$ cat src/rtl/core/sorted_priority_queue_unit_macros.svh
`ifndef SORTED_PRIORITY_QUEUE_UNIT_MACROS_SVH
`define SORTED_PRIORITY_QUEUE_UNIT_MACROS_SVH

// same-cycle implication, disabled during reset
`define SPQ_ASSERT_SAME(label, clk, rst_n, ante, cons, msg) \
  label: assert property (@(posedge clk) disable iff (!rst_n) (ante) |-> (cons)) \
    else $error(msg);

// next-cycle implication, disabled during reset
`define SPQ_ASSERT_NEXT(label, clk, rst_n, ante, cons, msg) \
  label: assert property (@(posedge clk) disable iff (!rst_n) (ante) |=> (cons)) \
    else $error(msg);

`endif

$ cat src/rtl/core/spq_pkg.sv
package spq_pkg;

  localparam int DATA_W = 8;
  localparam int PRIO_W = 8;
  localparam int STAT_W = 2;
  localparam int OCC_W  = 4;

  localparam logic KIND_ENQ = 1'b0;
  localparam logic KIND_DEQ = 1'b1;

  localparam logic [STAT_W-1:0] ST_DONE      = 2'd0;
  localparam logic [STAT_W-1:0] ST_OVERFLOW  = 2'd1;
  localparam logic [STAT_W-1:0] ST_UNDERFLOW = 2'd2;

  typedef enum logic {
    SPQ_IDLE,
    SPQ_EXEC
  } state_t;

  typedef struct packed {
    logic load;
    logic exec;
  } cmd_t;

endpackage

$ cat src/rtl/core/sorted_priority_queue_unit.sv
// Sorted priority queue of up to DEPTH entries (data byte plus priority), kept in
// ascending priority order with equal priorities leaving first in, first out.
// Issue a request by raising start while busy is low; the request is latched
// in SPQ_IDLE, then in SPQ_EXEC every slot compares its priority against the
// new one in parallel and the whole row shifts to insert or remove. The
// result appears on the out_ ports for exactly one cycle with out_valid high, in
// the cycle after the operation, and cannot be held off; a new request may be
// issued in that same cycle, but not while the previous one is executing.
// out_occupancy reports the entry count after the operation, modulo 16.
`include "sorted_priority_queue_unit_macros.svh"

module sorted_priority_queue_unit
  import spq_pkg::*;
#(
  parameter int DEPTH = 8
) (
  input  logic              clk,
  input  logic              rst_n,
  input  logic              start,
  output logic              busy,
  input  logic              in_kind,
  input  logic [DATA_W-1:0] in_item_data,
  input  logic [PRIO_W-1:0] in_item_priority,
  output logic              out_valid,
  output logic [STAT_W-1:0] out_status,
  output logic [DATA_W-1:0] out_data,
  output logic [PRIO_W-1:0] out_priority,
  output logic [OCC_W-1:0]  out_occupancy
);

  cmd_t cmd;

  spq_ctrl u_ctrl (
    .clk       (clk),
    .rst_n     (rst_n),
    .start     (start),
    .busy      (busy),
    .out_valid (out_valid),
    .cmd       (cmd)
  );

  spq_datapath #(
    .DEPTH (DEPTH)
  ) u_datapath (
    .clk              (clk),
    .rst_n            (rst_n),
    .cmd              (cmd),
    .in_kind          (in_kind),
    .in_item_data     (in_item_data),
    .in_item_priority (in_item_priority),
    .out_status       (out_status),
    .out_data         (out_data),
    .out_priority     (out_priority),
    .out_occupancy    (out_occupancy)
  );

  `SPQ_ASSERT_NEXT(a_accept_busy, clk, rst_n, start && !busy, busy && !out_valid, "request not held busy")
  `SPQ_ASSERT_NEXT(a_result_follows, clk, rst_n, busy, out_valid && !busy, "result strobe missing")
  `SPQ_ASSERT_SAME(a_underflow_empty, clk, rst_n, out_valid && (out_status == ST_UNDERFLOW), (out_occupancy == '0) && (out_data == '0) && (out_priority == '0), "underflow with entries held")
  `SPQ_ASSERT_SAME(a_overflow_full, clk, rst_n, out_valid && (out_status == ST_OVERFLOW), out_occupancy == OCC_W'(DEPTH), "overflow while not full")

endmodule

$ cat src/rtl/core/spq_ctrl.sv
module spq_ctrl
  import spq_pkg::*;
(
  input  logic clk,
  input  logic rst_n,
  input  logic start,
  output logic busy,
  output logic out_valid,
  output cmd_t cmd
);

  state_t state_r, state_nxt;
  logic   out_valid_r, out_valid_nxt;

  always_ff @(posedge clk) begin
    if (!rst_n) begin
      state_r     <= SPQ_IDLE;
      out_valid_r <= 1'b0;
    end else begin
      state_r     <= state_nxt;
      out_valid_r <= out_valid_nxt;
    end
  end

  always_comb begin
    state_nxt     = state_r;
    out_valid_nxt = 1'b0;
    cmd           = '0;
    case (state_r)
      SPQ_IDLE: begin
        if (start) begin
          cmd.load  = 1'b1;
          state_nxt = SPQ_EXEC;
        end
      end
      SPQ_EXEC: begin
        cmd.exec      = 1'b1;
        out_valid_nxt = 1'b1;
        state_nxt     = SPQ_IDLE;
      end
      default: begin
        state_nxt = SPQ_IDLE;
      end
    endcase
  end

  assign busy      = (state_r == SPQ_EXEC);
  assign out_valid = out_valid_r;

endmodule

$ cat src/rtl/core/spq_datapath.sv
module spq_datapath
  import spq_pkg::*;
#(
  parameter int DEPTH = 8
) (
  input  logic              clk,
  input  logic              rst_n,
  input  cmd_t              cmd,
  input  logic              in_kind,
  input  logic [DATA_W-1:0] in_item_data,
  input  logic [PRIO_W-1:0] in_item_priority,
  output logic [STAT_W-1:0] out_status,
  output logic [DATA_W-1:0] out_data,
  output logic [PRIO_W-1:0] out_priority,
  output logic [OCC_W-1:0]  out_occupancy
);

  localparam int CW = $clog2(DEPTH + 1);

  logic              req_kind_r;
  logic [DATA_W-1:0] req_data_r;
  logic [PRIO_W-1:0] req_prio_r;

  logic [DATA_W-1:0] ent_data_r   [DEPTH];
  logic [PRIO_W-1:0] ent_prio_r   [DEPTH];
  logic [DATA_W-1:0] ent_data_nxt [DEPTH];
  logic [PRIO_W-1:0] ent_prio_nxt [DEPTH];
  logic [DATA_W-1:0] up_data      [DEPTH];
  logic [PRIO_W-1:0] up_prio      [DEPTH];
  logic [DATA_W-1:0] dn_data      [DEPTH];
  logic [PRIO_W-1:0] dn_prio      [DEPTH];

  logic [CW-1:0]     count_r, count_nxt;
  logic [STAT_W-1:0] status_r, status_nxt;
  logic [DATA_W-1:0] res_data_r, res_data_nxt;
  logic [PRIO_W-1:0] res_prio_r, res_prio_nxt;

  logic [DEPTH-1:0]  gt;
  logic [DEPTH-1:0]  gt_prev;
  logic              full;
  logic              empty;
  logic              do_enq;
  logic              do_deq;

  assign full    = (count_r == CW'(DEPTH));
  assign empty   = (count_r == '0);
  assign do_enq  = cmd.exec && (req_kind_r == KIND_ENQ) && !full;
  assign do_deq  = cmd.exec && (req_kind_r == KIND_DEQ) && !empty;
  assign gt_prev = {gt[DEPTH-2:0], 1'b0};

  always_comb begin
    for (int i = 0; i < DEPTH; i++) begin
      gt[i]      = (CW'(i) < count_r) && (ent_prio_r[i] > req_prio_r);
      up_data[i] = ent_data_r[i];
      up_prio[i] = ent_prio_r[i];
      dn_data[i] = ent_data_r[i];
      dn_prio[i] = ent_prio_r[i];
    end
    for (int i = 1; i < DEPTH; i++) begin
      up_data[i] = ent_data_r[i-1];
      up_prio[i] = ent_prio_r[i-1];
    end
    for (int i = 0; i < DEPTH - 1; i++) begin
      dn_data[i] = ent_data_r[i+1];
      dn_prio[i] = ent_prio_r[i+1];
    end
  end

  always_comb begin
    for (int i = 0; i < DEPTH; i++) begin
      ent_data_nxt[i] = ent_data_r[i];
      ent_prio_nxt[i] = ent_prio_r[i];
      if (do_enq) begin
        if (gt_prev[i]) begin
          ent_data_nxt[i] = up_data[i];
          ent_prio_nxt[i] = up_prio[i];
        end else if (gt[i] || (CW'(i) == count_r)) begin
          ent_data_nxt[i] = req_data_r;
          ent_prio_nxt[i] = req_prio_r;
        end
      end else if (do_deq) begin
        ent_data_nxt[i] = dn_data[i];
        ent_prio_nxt[i] = dn_prio[i];
      end
    end
  end

  always_comb begin
    count_nxt    = count_r;
    status_nxt   = status_r;
    res_data_nxt = res_data_r;
    res_prio_nxt = res_prio_r;
    if (cmd.exec) begin
      status_nxt   = ST_DONE;
      res_data_nxt = '0;
      res_prio_nxt = '0;
      if (req_kind_r == KIND_ENQ) begin
        if (full) begin
          status_nxt = ST_OVERFLOW;
        end else begin
          count_nxt = count_r + CW'(1);
        end
      end else begin
        if (empty) begin
          status_nxt = ST_UNDERFLOW;
        end else begin
          count_nxt    = count_r - CW'(1);
          res_data_nxt = ent_data_r[0];
          res_prio_nxt = ent_prio_r[0];
        end
      end
    end
  end

  always_ff @(posedge clk) begin
    if (!rst_n) begin
      count_r <= '0;
    end else begin
      count_r <= count_nxt;
    end
  end

  always_ff @(posedge clk) begin
    if (cmd.load) begin
      req_kind_r <= in_kind;
      req_data_r <= in_item_data;
      req_prio_r <= in_item_priority;
    end
    status_r   <= status_nxt;
    res_data_r <= res_data_nxt;
    res_prio_r <= res_prio_nxt;
    for (int i = 0; i < DEPTH; i++) begin
      ent_data_r[i] <= ent_data_nxt[i];
      ent_prio_r[i] <= ent_prio_nxt[i];
    end
  end

  assign out_status    = status_r;
  assign out_data      = res_data_r;
  assign out_priority  = res_prio_r;
  assign out_occupancy = OCC_W'(count_r);

endmodule
$ cat config.mk
export PLATFORM = sky130hd
export DESIGN_NAME = sorted_priority_queue_unit
export DESIGN_NICKNAME = d
export VERILOG_FILES = /design/src/rtl/core/spq_pkg.sv /design/src/rtl/core/sorted_priority_queue_unit.sv /design/src/rtl/core/spq_ctrl.sv /design/src/rtl/core/spq_datapath.sv
export VERILOG_INCLUDE_DIRS = /design/src /design/src/rtl/core
export SDC_FILE = /design/constraint.sdc
export NUM_CORES = 1
export LEC_CHECK = 0
export BUFFER_PORTS_ARGS = -buffer_cell sky130_fd_sc_hd__buf_2
export CAP_MARGIN = 0
export CORE_MARGIN = 4
export CORE_UTILIZATION = 49
export CTS_BUF_LIST = sky130_fd_sc_hd__clkbuf_8
export DETAILED_ROUTE_END_ITERATION = 7
export GPL_TIMING_DRIVEN = 0
export MAX_ROUTING_LAYER = met4
export PLACE_DENSITY = 0.65
export SETUP_SLACK_MARGIN = 0.3
export SYNTH_ARGS = -nofsm -noshare
export SYNTH_HDL_FRONTEND = slang
export SYNTH_HIERARCHICAL = 1
export SYNTH_SLANG_ARGS = --single-unit
$ cat constraint.sdc
create_clock -name clk -period 3.4 [get_ports clk]
set_input_delay 0.34 -clock clk [delete_from_list [all_inputs] [get_ports clk]]
set_output_delay 0.34 -clock clk [all_outputs]
set_load 0.05 [all_outputs]
; Yosys cells after proc, flatten, opt, wreduce, memory -nomap -nowiden
; Memories as Yosys holds them, arrays and structs flattened.
; Index checks and enable logic that the tools add are counted.
[totals]
register_bits = 41
ramBits = 128
in_bits = 20
out_inout_bits = 24
n_memories = 2
[classes]
n_addsub = 2
n_lt_le_gt_ge = 16
eq_ne = 10
mux = 70
n_bitwise = 2
n_reduce_logical = 25
[memory_table]
columns = name, words, word_bits, rd, rd_ports_with_merged_regs, write_ports, line
row1 = u_datapath.ent_data_r, 8, 8, 8, 0, 8, spq_datapath.sv:24  ; logic [DATA_W-1:0] ent_data_r [DEPTH];
row2 = u_datapath.ent_prio_r, 8, 8, 8, 0, 8, spq_datapath.sv:25  ; logic [PRIO_W-1:0] ent_prio_r [DEPTH];
[op_table]
columns = operator, count
row1 = 8-bit 2-to-1 mux, 60
row2 = 8-bit > comparator, 8
row3 = 3-bit by 4-bit == test with 1-bit output (first input constant), 4
row4 = 3-bit by 4-bit < comparator with 1-bit output (first input constant), 4
row5 = 1-bit logical AND, 12
row6 = 4-bit 2-to-1 mux, 3
row7 = 2-bit by 4-bit == test with 1-bit output (first input constant), 2
row8 = 1-bit logical OR, 8
row9 = 1-bit by 4-bit < comparator with 1-bit output (first input constant), 2
row10 = 2-bit by 4-bit < comparator with 1-bit output (first input constant), 2
row11 = 4-bit by 1-bit adder with 4-bit output (second input constant), 1
row12 = 1-bit by 4-bit == test with 1-bit output (first input constant), 1
row13 = 4-bit == test (second input constant), 1
row14 = 4-bit zero test, 1
row15 = 1-bit 2-to-1 mux, 4
row16 = 2-bit 2-to-1 mux, 2
row17 = 4-bit by 1-bit subtractor with 4-bit output (second input constant), 1
row18 = 3-bit AND reduction, 1
row19 = 1-bit zero test, 2
row20 = 2-bit by 1-bit != test with 1-bit output (second input constant), 1
row21 = 2-bit != test (second input constant), 1
row22 = 1-bit inverter, 2
row23 = 1-bit one-hot mux with 2 select lines, 1
row24 = 2-bit OR reduction, 1

; Logic depth before layout (Yosys ltp)
; An unclocked memory read counts as a cell.
[depth]
word_depth = 7
ltp_mapped = 10

; By module
; The synthesis kept the hierarchy.
[by_module_without_submodules]
columns = module, instances, cells_each, area_each_um2, seq_area_each_um2
row1 = spq_datapath, 1, 931, 9800.6, 4974.8
row2 = spq_ctrl, 1, 7, 81.3, 40.0

; Worst setup path after synthesis
; OpenSTA, ideal clock, no wires.
[synth_timing]
path_kind = flip-flop to flip-flop
start = register, netlist name u_datapath/req_prio_r[7]
end = memory u_datapath.ent_data_r[2][0], in the netlist u_datapath/ent_data_r[0][16] (enable)
arrival_ns = 2.901
required_ns = 3.001
slack_ns = 0.100
path_stages_with_launch = 10
n_path_buf = 2
period_less_slack_ns = 3.300
path_cell_list = edfxtp_1 -> clkbuf_1 -> inv_1 -> ha_1 -> and4_1 -> and4_1 -> a211oi_4 -> clkbuf_2 -> nor2_1 -> a41oi_1
[synth_rtl]
columns = item, line
row1 = end: declaration, spq_datapath.sv:24

==> impl_metrics.env <==
export IMPL_outcome="finished, final reports clean"
export IMPL_hold_worst_slack_ps=32.5
export IMPL_initial_core_util_pct=50.3
export IMPL_final_common_cell="edfxtp_1"
export IMPL_clockRootBuffer="clkbuf_8"
export IMPL_power_switching_mw=1.43
export IMPL_power_density_nw_per_um2=422
export IMPL_ys_warn_count=6
export IMPL_layout_cells_non_filler=1308
export IMPL_cp_max_fo=15
export IMPL_finalCritPeriodShare_pct=89.2
export IMPL_drcViolationCount=0
export IMPL_fillCellCount=1686
export IMPL_ir_worst_vdd_mv=0.296
export IMPL_yosysSeqAreaShare_pct=50.7
export IMPL_io_buffers=43
export IMPL_final_hold_viol_count=0
export IMPL_nets=1119
export IMPL_die_w_um=150
export IMPL_clkLatencyLatePin_ps=470
export IMPL_power_leakage_nw=4.30
export IMPL_clock_path_buffers=2
export IMPL_drtIter0Drc=988
export IMPL_grt_pass1_vias=7545
export IMPL_viasPerCell=6.11
export IMPL_grt_setup_unrepaired="true"
export IMPL_area_growth_pct=15.2
export IMPL_ctsHoldBuffers=0
export IMPL_cts_max_level=4
export IMPL_ant_nets=0
export IMPL_startpoint_type="register"
export IMPL_cts_sinks=169
export IMPL_layout_common_cells="edfxtp_1, nor2_1, nand3_1, o21ai_0, a31oi_1"
export IMPL_hold_path_class="input port to register"
export IMPL_placementRows=51
export IMPL_p_int_mw=3.37
export IMPL_wl_per_cell_um=21.3
export IMPL_pre_cts_ws_ps=-360
export IMPL_ys_ff_latch=169
export IMPL_critPathBufInv=5
export IMPL_switching_share_pct=29.8
export IMPL_overflow=0
export IMPL_yosysTopAreaCellShare_pct=49.5
export IMPL_synthArstFlopShare_pct=0
export IMPL_tritoncts="done"
export IMPL_synth_distinct_cells=60
export IMPL_finalSetupViolations=0
export IMPL_dr_total_vias=7990
export IMPL_maxCapViolations=0
export IMPL_drive_above_1_share_pct=20.3
export IMPL_arrival_ps=3270
export IMPL_power_frac_comb_pct=16.4
export IMPL_drv_slew=0
export IMPL_final_util_pct=57.9
export IMPL_routed_wl_um=27900
export IMPL_crit_start="u_datapath/req_prio_r[6]$_DFFE_PP_"
export IMPL_relSlewSlack_pct=48.9
export IMPL_design_area_um2=11400
export IMPL_worst_path_largest_cell_delay_ps=330
export IMPL_clk_pin_slew_ps=110
export IMPL_cts_buffers=17
export IMPL_hp_start="in_item_data[0]"
export IMPL_dieHeight_um=150
export IMPL_setup_slack_ps=366
export IMPL_synthTopCellsByArea="edfxtp_1, ha_1, a31oi_1, o21ai_0, nand3_1"
export IMPL_dpl_cell_area_um2=10500
export IMPL_tightest_slew_ps=767
export IMPL_crit_slowest_cell="edfxtp_1"
export IMPL_synthCells=938
export IMPL_yosys_most_used_dff="edfxtp_1"
export IMPL_power_frac_seq_pct=51.6
export IMPL_place_hpwl_um=21100
export IMPL_rrSetupSlack_ps=370
export IMPL_finalClockSkew_ps=18.2
export IMPL_grt_pass1_wl_um=42700
export IMPL_crit_chain="clkbuf_4 > clkinvlp_4 > buf_4 > ha_1 > nand4_2 > or2_0 > and3_1 > clkbuf_1 > nor2_4 > a41oi_4 > buf_12"
export IMPL_syn_area_um2=9880
export IMPL_antenna_found_initial=0
export IMPL_period_minus_slack_ps=3030
export IMPL_required_ps=3630
export IMPL_avgSynthCellArea_um2=10.5
export IMPL_tns_ps=0
export IMPL_r2r_start="u_datapath/req_prio_r[6]$_DFFE_PP_"
export IMPL_grt_usage_pct=25.6
export IMPL_die_area_um2=22500
export IMPL_end_kind="register"
export IMPL_crit_type="register to register"
export IMPL_grt_max_degree=23
export IMPL_yosys_area_top_type="edfxtp_1"
export IMPL_power_mw=4.80
export IMPL_firstDrtPassIters=6
export IMPL_fmax_mhz=330
export IMPL_synth_fp_nets=1026
export IMPL_synth_edf_count=163
export IMPL_pin_count=44
export IMPL_core_area_um2=19700
export IMPL_gp_congestion=0.904
export IMPL_p_clk_share_pct=32.0
export IMPL_num_antenna_cells=0
export IMPL_cp_top_family="buffers and inverters"
export IMPL_dpl_cell_count=1247
-- cells in the mapped netlist (3+ instances only) --
master       n
nand3_1     81
o21ai_0     87
nand4_1     12
clkbuf_1    19
and2_1       4
and3_1      22
nand2_1     69
buf_4        8
nor2_1      86
o221ai_1     5
and4_1       6
buf_2       33
edfxtp_1   163
mux2_2      16
dfxtp_1      6
o21a_1       3
a21oi_1     29
o2111ai_1    9
a41oi_1      5
clkbuf_2     4
a21o_1       3
buf_6        6
xnor2_1      3
or3_1        6
ha_1        68
nor2b_1     10
inv_1       18
o211ai_1    37
o21ai_1      5
a31oi_1     77
-- state kept, by name, summed over array words and instances, names as in the netlist --
name                      cells
u_datapath/req_data_r         8
u_datapath/out_status         2
u_datapath/req_kind_r         1
u_ctrl/out_valid              1
u_datapath/ent_data_r        64
u_datapath/req_prio_r         8
u_datapath/ent_prio_r        64
u_ctrl/busy                   1
u_datapath/out_priority       8
u_datapath/out_occupancy      4
u_datapath/out_data           8
-- layer usage --
layer / part of all wire (%) / wire length, µm / up-vias / GRT usage [%]
met3: 8.2 / 2280 / 40 / 3.48
met4: 2.2 / 601 / 0 / 7.87
li1: - / - / 3791 / -
met2: 46 / 13000 / 399 / 40.2
met1: 43 / 12100 / 3760 / 34.8
met5: 0 / 0 / - / -
-- power by group through the flow --
stage	registers [mW]	logic (mW)	clock network (mW)
floorplan	2.54	0.480	0
global placement	2.52	0.696	0
detailed placement	2.53	0.716	0
CTS	2.48	0.766	1.56
global route	2.49	0.867	1.65
finish	2.48	0.790	1.54
-- area by class of cell --
| cell class | instances | area, µm² | area share [%] |
|---|---|---|---|
| Multi-Input combinational cell | 680 | 4560 | 40.1 |
| Timing Repair inverter | 1 | 7.51 | 0.0659 |
| Inverter | 18 | 86.3 | 0.758 |
| Tap cell | 265 | 332 | 2.91 |
| Sequential cell | 169 | 5010 | 44.0 |
| Timing Repair Buffer | 73 | 557 | 4.89 |
| Clock buffer | 17 | 234 | 2.06 |
| Clock inverter | 14 | 181 | 1.59 |
| Buffer | 71 | 408 | 3.58 |
-- logic make-up (layout without fill, tap and decap cells) --
group	Yosys count	in the layout	synth area share (%)
xor gates and xnor gates	5	5	0.443
DFF	169	169	50.7
buffers and inverters	89	194	4.61
and+or+nand+nor	313	313	15.5
AOI/OAI and AO/OA	277	277	18.2
adders and majority gates	68	68	8.61
muxes	17	17	1.92
-- worst paths after layout --
kind,to,cells after the start
max,u_datapath/ent_data_r[1][11]$_DFFE_PP_,11
min,u_datapath/req_data_r[0]$_DFFE_PP_,1
max reg2reg,u_datapath/ent_data_r[1][11]$_DFFE_PP_,11
min reg2reg,u_ctrl/out_valid$_SDFF_PN0_,1
-- repair_timing --
action,4_1_cts,5_1_grt
gates resized for setup,16,24
pin swaps,5,4
cloned,0,1
endpoints found under the hold margin,0,0
setup buffers,13,16
setup endpoints to repair,136,131
No activity file was read; power rests on OpenSTA's default activity.
